<file path="src/rtl/assert_macros.svh">
// assertion macros shared by the loader modules
// each one checks on the rising edge of clk
`ifndef ASSERT_MACROS_SVH
`define ASSERT_MACROS_SVH

// checked outside reset only
`define HLML_ASSERT(label, prop, msg) \
    label: assert property (@(posedge clk) disable iff (!rst_n) prop) else $error(msg);

// checked at every edge, reset included
`define HLML_ASSERT_ALWAYS(label, prop, msg) \
    label: assert property (@(posedge clk) prop) else $error(msg);

`endif

</file>
<file path="src/rtl/hlml_pkg.sv">
`timescale 1ns / 1ps
// ----------------------------------------------------------------------------
// hlml_pkg
// Shared types and codes of the hex text loader: result kinds, error codes,
// and the job word passed from the parser to the result sequencer.
// ----------------------------------------------------------------------------
package hlml_pkg;

    // result kinds
    localparam logic [1:0] KIND_WRITE = 2'd0;
    localparam logic [1:0] KIND_DONE  = 2'd1;
    localparam logic [1:0] KIND_ERROR = 2'd2;

    // error codes
    localparam logic [1:0] ERR_INVALID = 2'd0;
    localparam logic [1:0] ERR_DIGITS  = 2'd1;
    localparam logic [1:0] ERR_ADDR    = 2'd2;

    // what follows the byte writes of a job
    localparam logic [1:0] TAIL_NONE  = 2'd0;
    localparam logic [1:0] TAIL_DONE  = 2'd1;
    localparam logic [1:0] TAIL_ERROR = 2'd2;

    // one job: all results caused by one input character
    typedef struct packed {
        logic [31:0] value;     // bytes to write, low byte first
        logic [15:0] addr;      // address of the first byte
        logic [2:0]  nwrites;   // byte writes, 0 to 4
        logic [1:0]  tail;      // closing result
        logic [1:0]  err;       // error code of an error tail
        logic [16:0] count;     // byte count of a done tail
    } job_t;

    // queue status seen by the input handshake and the sequencer
    typedef struct packed {
        logic full;
        logic valid;
    } q_stat_t;

endpackage

</file>
<file path="src/rtl/hlml_front.sv">
`timescale 1ns / 1ps
// ----------------------------------------------------------------------------
// hlml_front
// Character parser: classifies each accepted character, keeps the pending
// value, digit count and write address, and issues one job per character
// that causes results.
// ----------------------------------------------------------------------------
module hlml_front
    import hlml_pkg::*;
#(
    parameter int ADDR_BITS  = 16,
    parameter int MAX_DIGITS = 8
) (
    input  logic        clk,
    input  logic        rst_n,
    input  logic        accept,
    input  logic [7:0]  char_code,
    input  logic        cfg_wr_en,
    input  logic [16:0] cfg_wr_data,
    output logic        push,
    output job_t        job
);

    // at least three bits so the byte cap of four fits
    localparam int DC_W = (MAX_DIGITS < 4) ? 3 : $clog2(MAX_DIGITS + 1);
    localparam logic [16:0] ADDR_CAP =
        (ADDR_BITS >= 17) ? 17'h1FFFF : 17'(64'd1 << ADDR_BITS);

    logic [16:0]     mem_span_reg;
    logic [31:0]     acc_reg, acc_next;
    logic [DC_W-1:0] dc_reg, dc_next;
    logic [16:0]     addr_reg, addr_next;

    logic            is_hex;
    logic [3:0]      digit;
    logic [16:0]     limit;
    logic [16:0]     room;
    logic [DC_W-1:0] half;
    logic [2:0]      nbytes;
    logic            short_room;
    logic [2:0]      nwr;
    logic [16:0]     flush_end;

    always_comb
    begin
        is_hex = 1'b1;
        digit  = '0;
        if (char_code >= 8'h30 && char_code <= 8'h39)
        begin
            digit = 4'(char_code - 8'h30);
        end
        else if (char_code >= 8'h61 && char_code <= 8'h66)
        begin
            digit = 4'(char_code - 8'h57);
        end
        else if (char_code >= 8'h41 && char_code <= 8'h46)
        begin
            digit = 4'(char_code - 8'h37);
        end
        else
        begin
            is_hex = 1'b0;
        end
    end

    // bytes due for the pending value, and room left below the limit
    always_comb
    begin
        limit      = (mem_span_reg < ADDR_CAP) ? mem_span_reg : ADDR_CAP;
        room       = (addr_reg < limit) ? (limit - addr_reg) : '0;
        half       = (dc_reg >> 1) + DC_W'(dc_reg[0]);
        nbytes     = (half > DC_W'(4)) ? 3'd4 : 3'(half);
        short_room = room < {14'd0, nbytes};
        nwr        = short_room ? room[2:0] : nbytes;
        flush_end  = addr_reg + {14'd0, nwr};
    end

    always_comb
    begin
        acc_next    = acc_reg;
        dc_next     = dc_reg;
        addr_next   = addr_reg;
        push        = 1'b0;
        job.value   = acc_reg;
        job.addr    = addr_reg[15:0];
        job.nwrites = '0;
        job.tail    = TAIL_NONE;
        job.err     = ERR_INVALID;
        job.count   = '0;
        if (accept)
        begin
            if (char_code == 8'h00)
            begin
                // end of stream: flush, then done unless the flush overran
                push      = 1'b1;
                acc_next  = '0;
                dc_next   = '0;
                addr_next = '0;
                if (dc_reg != '0)
                begin
                    job.nwrites = nwr;
                    job.count   = flush_end;
                    if (short_room)
                    begin
                        job.tail = TAIL_ERROR;
                        job.err  = ERR_ADDR;
                    end
                    else
                    begin
                        job.tail = TAIL_DONE;
                    end
                end
                else
                begin
                    job.tail  = TAIL_DONE;
                    job.count = addr_reg;
                end
            end
            else if (is_hex)
            begin
                if (dc_reg >= DC_W'(MAX_DIGITS))
                begin
                    push      = 1'b1;
                    job.tail  = TAIL_ERROR;
                    job.err   = ERR_DIGITS;
                    acc_next  = '0;
                    dc_next   = '0;
                    addr_next = '0;
                end
                else
                begin
                    acc_next = {acc_reg[27:0], digit};
                    dc_next  = dc_reg + DC_W'(1);
                end
            end
            else if (char_code <= 8'h20)
            begin
                if (dc_reg != '0)
                begin
                    push        = 1'b1;
                    job.nwrites = nwr;
                    acc_next    = '0;
                    dc_next     = '0;
                    if (short_room)
                    begin
                        job.tail  = TAIL_ERROR;
                        job.err   = ERR_ADDR;
                        addr_next = '0;
                    end
                    else
                    begin
                        addr_next = flush_end;
                    end
                end
            end
            else
            begin
                push      = 1'b1;
                job.tail  = TAIL_ERROR;
                job.err   = ERR_INVALID;
                acc_next  = '0;
                dc_next   = '0;
                addr_next = '0;
            end
        end
    end

    always_ff @(posedge clk or negedge rst_n)
    begin
        if (!rst_n)
        begin
            mem_span_reg <= 17'h10000;
            acc_reg      <= '0;
            dc_reg       <= '0;
            addr_reg     <= '0;
        end
        else
        begin
            if (cfg_wr_en)
            begin
                mem_span_reg <= cfg_wr_data;
            end
            acc_reg  <= acc_next;
            dc_reg   <= dc_next;
            addr_reg <= addr_next;
        end
    end

endmodule

</file>
<file path="src/rtl/hlml_queue.sv">
`timescale 1ns / 1ps
// ----------------------------------------------------------------------------
// hlml_queue
// Small job queue between the parser and the result sequencer.
// ----------------------------------------------------------------------------
`include "assert_macros.svh"

module hlml_queue
    import hlml_pkg::*;
#(
    parameter int DEPTH = 4
) (
    input  logic    clk,
    input  logic    rst_n,
    input  logic    push,
    input  job_t    push_job,
    input  logic    pop,
    output q_stat_t stat,
    output job_t    head
);

    localparam int PTR_W = (DEPTH > 1) ? $clog2(DEPTH) : 1;
    localparam int CNT_W = $clog2(DEPTH + 1);

    job_t             mem [DEPTH];
    logic [PTR_W-1:0] wr_ptr_reg, rd_ptr_reg;
    logic [CNT_W-1:0] count_reg;

    function automatic logic [PTR_W-1:0] ptr_inc(input logic [PTR_W-1:0] p);
        ptr_inc = (p == PTR_W'(DEPTH - 1)) ? '0 : p + PTR_W'(1);
    endfunction

    assign stat.full  = (count_reg == CNT_W'(DEPTH));
    assign stat.valid = (count_reg != '0);
    assign head       = mem[rd_ptr_reg];

    always_ff @(posedge clk)
    begin
        if (push)
        begin
            mem[wr_ptr_reg] <= push_job;
        end
    end

    always_ff @(posedge clk or negedge rst_n)
    begin
        if (!rst_n)
        begin
            wr_ptr_reg <= '0;
            rd_ptr_reg <= '0;
            count_reg  <= '0;
        end
        else
        begin
            if (push)
            begin
                wr_ptr_reg <= ptr_inc(wr_ptr_reg);
            end
            if (pop)
            begin
                rd_ptr_reg <= ptr_inc(rd_ptr_reg);
            end
            if (push && !pop)
            begin
                count_reg <= count_reg + CNT_W'(1);
            end
            else if (pop && !push)
            begin
                count_reg <= count_reg - CNT_W'(1);
            end
        end
    end

    `HLML_ASSERT(a_no_overflow, push |-> !stat.full || pop, "job pushed into a full queue")
    `HLML_ASSERT(a_no_underflow, pop |-> stat.valid, "job popped from an empty queue")
    `HLML_ASSERT_ALWAYS(a_count_range, count_reg <= CNT_W'(DEPTH), "queue count beyond depth")

endmodule

</file>
<file path="src/rtl/hlml_back.sv">
`timescale 1ns / 1ps
// ----------------------------------------------------------------------------
// hlml_back
// Result sequencer: expands the job at the queue head into byte writes and
// a closing done or error result, one result a cycle into the output register while that register is free or taken.
// ----------------------------------------------------------------------------
`include "assert_macros.svh"

module hlml_back
    import hlml_pkg::*;
(
    input  logic        clk,
    input  logic        rst_n,
    input  q_stat_t     stat,
    input  job_t        head,
    output logic        pop,
    output logic        out_valid,
    input  logic        out_ready,
    output logic [1:0]  kind,
    output logic [15:0] write_addr,
    output logic [7:0]  write_byte,
    output logic [16:0] byte_count,
    output logic [1:0]  error_code,
    output logic        last
);

    logic [2:0]  idx_reg, idx_next;
    logic        out_valid_reg;
    logic [1:0]  kind_reg, kind_next;
    logic [15:0] addr_reg, addr_next;
    logic [7:0]  byte_reg, byte_next;
    logic [16:0] count_reg, count_next;
    logic [1:0]  err_reg, err_next;
    logic        last_reg;

    logic [2:0]  total;
    logic        is_final;
    logic        load;

    always_comb
    begin
        total    = head.nwrites + ((head.tail != TAIL_NONE) ? 3'd1 : 3'd0);
        is_final = (idx_reg + 3'd1) == total;
        load     = stat.valid && (!out_valid_reg || out_ready);
        pop      = load && is_final;
        idx_next = pop ? 3'd0 : (load ? idx_reg + 3'd1 : idx_reg);
    end

    always_comb
    begin
        kind_next  = KIND_WRITE;
        addr_next  = '0;
        byte_next  = '0;
        count_next = '0;
        err_next   = '0;
        if (idx_reg < head.nwrites)
        begin
            addr_next = head.addr + {13'd0, idx_reg};
            case (idx_reg[1:0])
                2'd0:    byte_next = head.value[7:0];
                2'd1:    byte_next = head.value[15:8];
                2'd2:    byte_next = head.value[23:16];
                default: byte_next = head.value[31:24];
            endcase
        end
        else if (head.tail == TAIL_DONE)
        begin
            kind_next  = KIND_DONE;
            count_next = head.count;
        end
        else
        begin
            kind_next = KIND_ERROR;
            err_next  = head.err;
        end
    end

    always_ff @(posedge clk or negedge rst_n)
    begin
        if (!rst_n)
        begin
            idx_reg       <= '0;
            out_valid_reg <= 1'b0;
        end
        else
        begin
            idx_reg <= idx_next;
            if (load)
            begin
                out_valid_reg <= 1'b1;
            end
            else if (out_ready)
            begin
                out_valid_reg <= 1'b0;
            end
        end
    end

    always_ff @(posedge clk)
    begin
        if (load)
        begin
            kind_reg  <= kind_next;
            addr_reg  <= addr_next;
            byte_reg  <= byte_next;
            count_reg <= count_next;
            err_reg   <= err_next;
            last_reg  <= is_final;
        end
    end

    assign out_valid  = out_valid_reg;
    assign kind       = kind_reg;
    assign write_addr = addr_reg;
    assign write_byte = byte_reg;
    assign byte_count = count_reg;
    assign error_code = err_reg;
    assign last       = last_reg;

    `HLML_ASSERT(a_tail_is_last, out_valid_reg && kind_reg != KIND_WRITE |-> last_reg, "done or error not last")
    `HLML_ASSERT(a_job_held, load && !is_final |=> stat.valid, "job left the queue before its last result")
    `HLML_ASSERT(a_write_clean, out_valid_reg && kind_reg == KIND_WRITE |-> byte_count == '0 && error_code == '0, "stray fields on a byte write")

endmodule

</file>
<file path="src/rtl/hex_text_le_memory_loader_unit.sv">
`timescale 1ns / 1ps
// ----------------------------------------------------------------------------
// hex_text_le_memory_loader_unit
// Hex text loader: turns a stream of text characters into little-endian
// byte writes, closing with a done word carrying the byte count.
// ----------------------------------------------------------------------------
// The loader takes one character word per cycle while its job queue has
// room; characters that cause no result (hex digits, a separator with nothing
// pending) never occupy the queue. A character that ends a value produces up
// to five result words (up to four byte writes plus a done or error word),
// and the result sequencer delivers one result word per cycle while the
// output is taken, so a separator after an N-digit value yields ceil(N/2)
// byte writes, capped at four, plus any closing error word. The job queue
// of QUEUE_DEPTH entries lets the parser run ahead of the output by that
// many pending jobs. After reset the area size is 65536 bytes; the
// effective limit is the smaller of the area size and 2^ADDR_BITS. After
// any done or error word the loader starts again at address 0.
// ----------------------------------------------------------------------------
module hex_text_le_memory_loader_unit
    import hlml_pkg::*;
#(
    parameter int ADDR_BITS   = 16,
    parameter int MAX_DIGITS  = 8,
    parameter int QUEUE_DEPTH = 4
) (
    input  logic        clk,
    input  logic        rst_n,
    // character word in
    input  logic        in_valid,
    output logic        in_ready,
    input  logic [7:0]  char_code,
    // area size register
    input  logic        cfg_wr_en,
    input  logic [16:0] cfg_wr_data,
    // result word out
    output logic        out_valid,
    input  logic        out_ready,
    output logic [1:0]  kind,
    output logic [15:0] write_addr,
    output logic [7:0]  write_byte,
    output logic [16:0] byte_count,
    output logic [1:0]  error_code,
    output logic        last
);

    logic    accept;
    logic    push;
    logic    pop;
    job_t    push_job;
    job_t    head;
    q_stat_t stat;

    // a character is taken whenever a job slot is free
    assign in_ready = !stat.full;
    assign accept   = in_valid && in_ready;

    // parser: digit accumulation, address tracking, job issue
    hlml_front #(
        .ADDR_BITS  (ADDR_BITS),
        .MAX_DIGITS (MAX_DIGITS)
    ) u_front (
        .clk         (clk),
        .rst_n       (rst_n),
        .accept      (accept),
        .char_code   (char_code),
        .cfg_wr_en   (cfg_wr_en),
        .cfg_wr_data (cfg_wr_data),
        .push        (push),
        .job         (push_job)
    );

    // decouples parsing from result delivery
    hlml_queue #(
        .DEPTH (QUEUE_DEPTH)
    ) u_queue (
        .clk      (clk),
        .rst_n    (rst_n),
        .push     (push),
        .push_job (push_job),
        .pop      (pop),
        .stat     (stat),
        .head     (head)
    );

    // expands each job into result words behind an output register
    hlml_back u_back (
        .clk        (clk),
        .rst_n      (rst_n),
        .stat       (stat),
        .head       (head),
        .pop        (pop),
        .out_valid  (out_valid),
        .out_ready  (out_ready),
        .kind       (kind),
        .write_addr (write_addr),
        .write_byte (write_byte),
        .byte_count (byte_count),
        .error_code (error_code),
        .last       (last)
    );

endmodule
</file>
<file path="config.mk">
export PLATFORM = sky130hd
export DESIGN_NAME = hex_text_le_memory_loader_unit
export DESIGN_NICKNAME = d
export VERILOG_FILES = /design/src/rtl/hlml_pkg.sv /design/src/rtl/hlml_front.sv /design/src/rtl/hlml_queue.sv /design/src/rtl/hlml_back.sv /design/src/rtl/hex_text_le_memory_loader_unit.sv
export VERILOG_INCLUDE_DIRS = /design/src /design/src/rtl
export SDC_FILE = /design/constraint.sdc
export NUM_CORES = 1
export LEC_CHECK = 0
export ABC_CLOCK_PERIOD_IN_PS = 14500
export BUFFER_PORTS_ARGS = -buffer_cell sky130_fd_sc_hd__buf_4
export CORE_MARGIN = 10
export CORE_UTILIZATION = 50
export CTS_CLUSTER_DIAMETER = 40
export CTS_CLUSTER_SIZE = 28
export DETAILED_ROUTE_END_ITERATION = 8
export PLACE_DENSITY = 0.67
export SETUP_SLACK_MARGIN = 0.4
export SLEW_MARGIN = 20
export SYNTH_ARGS = -nofsm -noshare
export SYNTH_HDL_FRONTEND = slang
export SYNTH_SLANG_ARGS = --single-unit
export TNS_END_PERCENT = 100
</file>
<file path="constraint.sdc">
create_clock -name clk -period 14.5 [get_ports clk]
set_input_delay 4.35 -clock clk [delete_from_list [all_inputs] [get_ports clk]]
set_output_delay 4.35 -clock clk [all_outputs]
set_load 0.01 [all_outputs]
</file>
==> results.yml <==
critical_path:
  cp-end-kind: "flip-flop"
  path_delay_family: "compound AO/OA/AOI/OAI gates"
  cp.arrival_ps: 8140
  max_stage_delay_ps: 730
  start_kind: "flip-flop"
  startpoint: "u_front.mem_span_reg[16]"
  crit_fanout: 18
  r2r_end: "u_queue.mem[0][15]"
  slowest_stage: "dfstp_2"
  critPathBufInv: 1
  required_ps: 14820
  cp_num_cells: 26
  ff2ff_path_depth: 26
  critPathCapture: "u_queue.mem[0][15]"
  r2r_start: "u_front.mem_span_reg[16]"
  path_class: "flip-flop to flip-flop"
  r2r_slack_ps: 6690
  worst_path_most_repeated_cell: "ha_1"
logic_synthesis:
  synth_edf_count: 334
  synth_warnings: 0
  syn_nets: 1360
  synthFlopType: "edfxtp_1"
  synth_cells: 1279
  synth-async-reset-ratio: 0.195
  seq_area_frac_synth: 0.646
  syn_area_sq_um: 18700
  ys_ff_latch: 415
  synth_top_cell_area_share: 0.537
  avgSynthCellArea_sq_um: 14.6
  synth_top_area_cell: "edfxtp_1"
  synth_cell_types: 88
  ys_top_cells_by_area: "edfxtp_1 54%, dfrtp_1 11%, mux4_2 8.7%"
clock_network:
  hold_buffers: 0
  cts.clk_slew.worst_paths_ps: 60
  clock-sinks: 415
  root_buffer: "clkbuf_16"
  post_cts_resized: 0
  cts_buffer_depth: 3
  numCtsBuffers: 50
  htreeDepth: 2
  clk_latency_ps: 590
  cts_tree: "done"
  cts_setup_buffers: 0
routing:
  viasPerCell: 5.77
  wl_met1_um: 17600
  dr.max_layer_used: "met4"
  post_drt_wl_per_cell_um: 20.5
  dr.first_iter.drc_count: 642
  drc: 0
  firstDrtPassIters: 5
  wl_met2_um: 18100
  detail-route-antenna-nets: 0
  met3_length_um: 2030
  wl_um: 38300
  num_vias: 10800
sta:
  holdWs_ps: 501
  final-hold-violation-count: 0
  max-slew-margin-rel: 0.324
  timing.final.crit_share: 0.539
  setup_ws_ps: 6690
  setup_tns_ps: 0
  worst_pin_slew_ps: 1010
  period_minus_slack_ps: 7810
  setup_viol: 0
  fmax_ghz: 0.128
  slew_violations: 0
  rsz0062_at_grt: "no"
  fin_skew_ps: 23.7
floorplanning:
  rows: 70
  chipHeight_um: 213
  fp.coreArea_sq_um: 36700
  floorplan.initialDensity: 0.509
  die_area_sq_um: 45500
  io_pins: 78
  die_x_um: 213
cells_and_area:
  n_fill_cell: 2833
  antenna_cells: 0
  syn_to_final_growth_pct: 15.1
  drive_gt1_frac: 0.231
  finalNonFillerCells: 1869
  nNetsFinal: 1440
  largest_reg_flops: 288
global_routing:
  overflow: 0
  grtUsageTotal: 0.172
  antenna_found_initial: 0
  grt_pass1_wl_um: 60900
  grt_start_max_net_pins: 73
  grt_pass1_vias: 11000
min_path:
  min_path_type: "flip-flop to flip-flop"
placement:
  place_congestion: 0.825
  hpwlAfterDp_um: 24000
  placed_cells: 1772
  io_buffers: 77
  dp_slack_ps: 6210
power_and_ir_drop:
  power_density_nw_per_um2: 190
  peakVddDrop_v: 0.000119
  cellLeakagePower_nw: 7.74
status:
  status: "finished clean"
job:
  maxCapViolCount: 0
[how the worst min path moves through the flow]
stage,from,to,cells after the start
after detailed placement,u_front.mem_span_reg[5],u_front.mem_span_reg[5],1
final,u_front.mem_span_reg[2],u_front.mem_span_reg[2],1
after CTS,u_front.mem_span_reg[5],u_front.mem_span_reg[5],1
after floorplan,u_queue.count_reg[2],u_queue.count_reg[2],1
after global placement,u_back.out_valid,u_back.out_valid,2
after global routing,u_front.mem_span_reg[6],u_front.mem_span_reg[6],1
[synth_stat cells, types with 17 or more instances]
master,count
xnor2_1,17
and3_1,25
nand2_1,144
dfrtp_1,80
o21ai_0,58
clkbuf_1,39
nand3_1,23
inv_1,51
edfxtp_1,334
mux4_2,72
a21oi_1,52
mux2_2,21
ha_1,47
nor2b_1,22
nor2_1,66
[final cells by class]
class                   instances  area (sq um)  share of cell area
clock inverters                42           482              0.0224
well taps                     468           586              0.0272
multi-input cells             752          6160               0.287
repair buffers                 89           741              0.0345
flip-flops and latches        415         12100               0.561
clock buffers                  52          1270              0.0590
inverters                      51           191             0.00891
[per-stage QoR]
stage,total power [mW],util,cell area (sq um)
final,4.07,0.586,21500
after global routing,4.29,0.586,21500
after CTS,4.12,0.584,21400
after detailed placement,2.84,0.536,19700
after global placement,2.81,0.535,19600
after floorplan,2.46,-,18700
[cell usage in the layout (no fill, tap or decap), drive strengths merged, types with 52 or more instances in the layout]
| cell | count |
|---|---|
| nor2 | 66 |
| nand2 | 144 |
| o21ai | 61 |
| edfxtp | 334 |
| clkbuf | 52 |
| dfrtp | 80 |
| buf | 89 |
| mux4 | 72 |
| inv | 69 |
| a21oi | 55 |
[where the power goes]
group / switching [mW] / internal, mW / leakage [nW]
clock: 0.545 / 0.725 / 0.834
sequential: 0.118 / 1.55 / 4.21
combinational: 0.632 / 0.499 / 2.69
[logic make-up (layout without fill, tap and decap cells)]
group,Yosys count,in the layout,synth area share
compound gates,214,214,0.0804
xor+xnor,33,33,0.0159
fa+ha+maj,51,51,0.0358
buf+inv,112,234,0.0256
flops,415,415,0.646
mux,98,98,0.102
simple gates,356,356,0.0943
[metal layers]
metal / vias to the layer above / track usage
met5: - / 0
met4: 0 / 0.0423
met3: 49 / 0.0309
met2: 284 / 0.274
met1: 5421 / 0.240
li1: 5035 / -
Note: power is estimated with default switching activity, not from simulation.
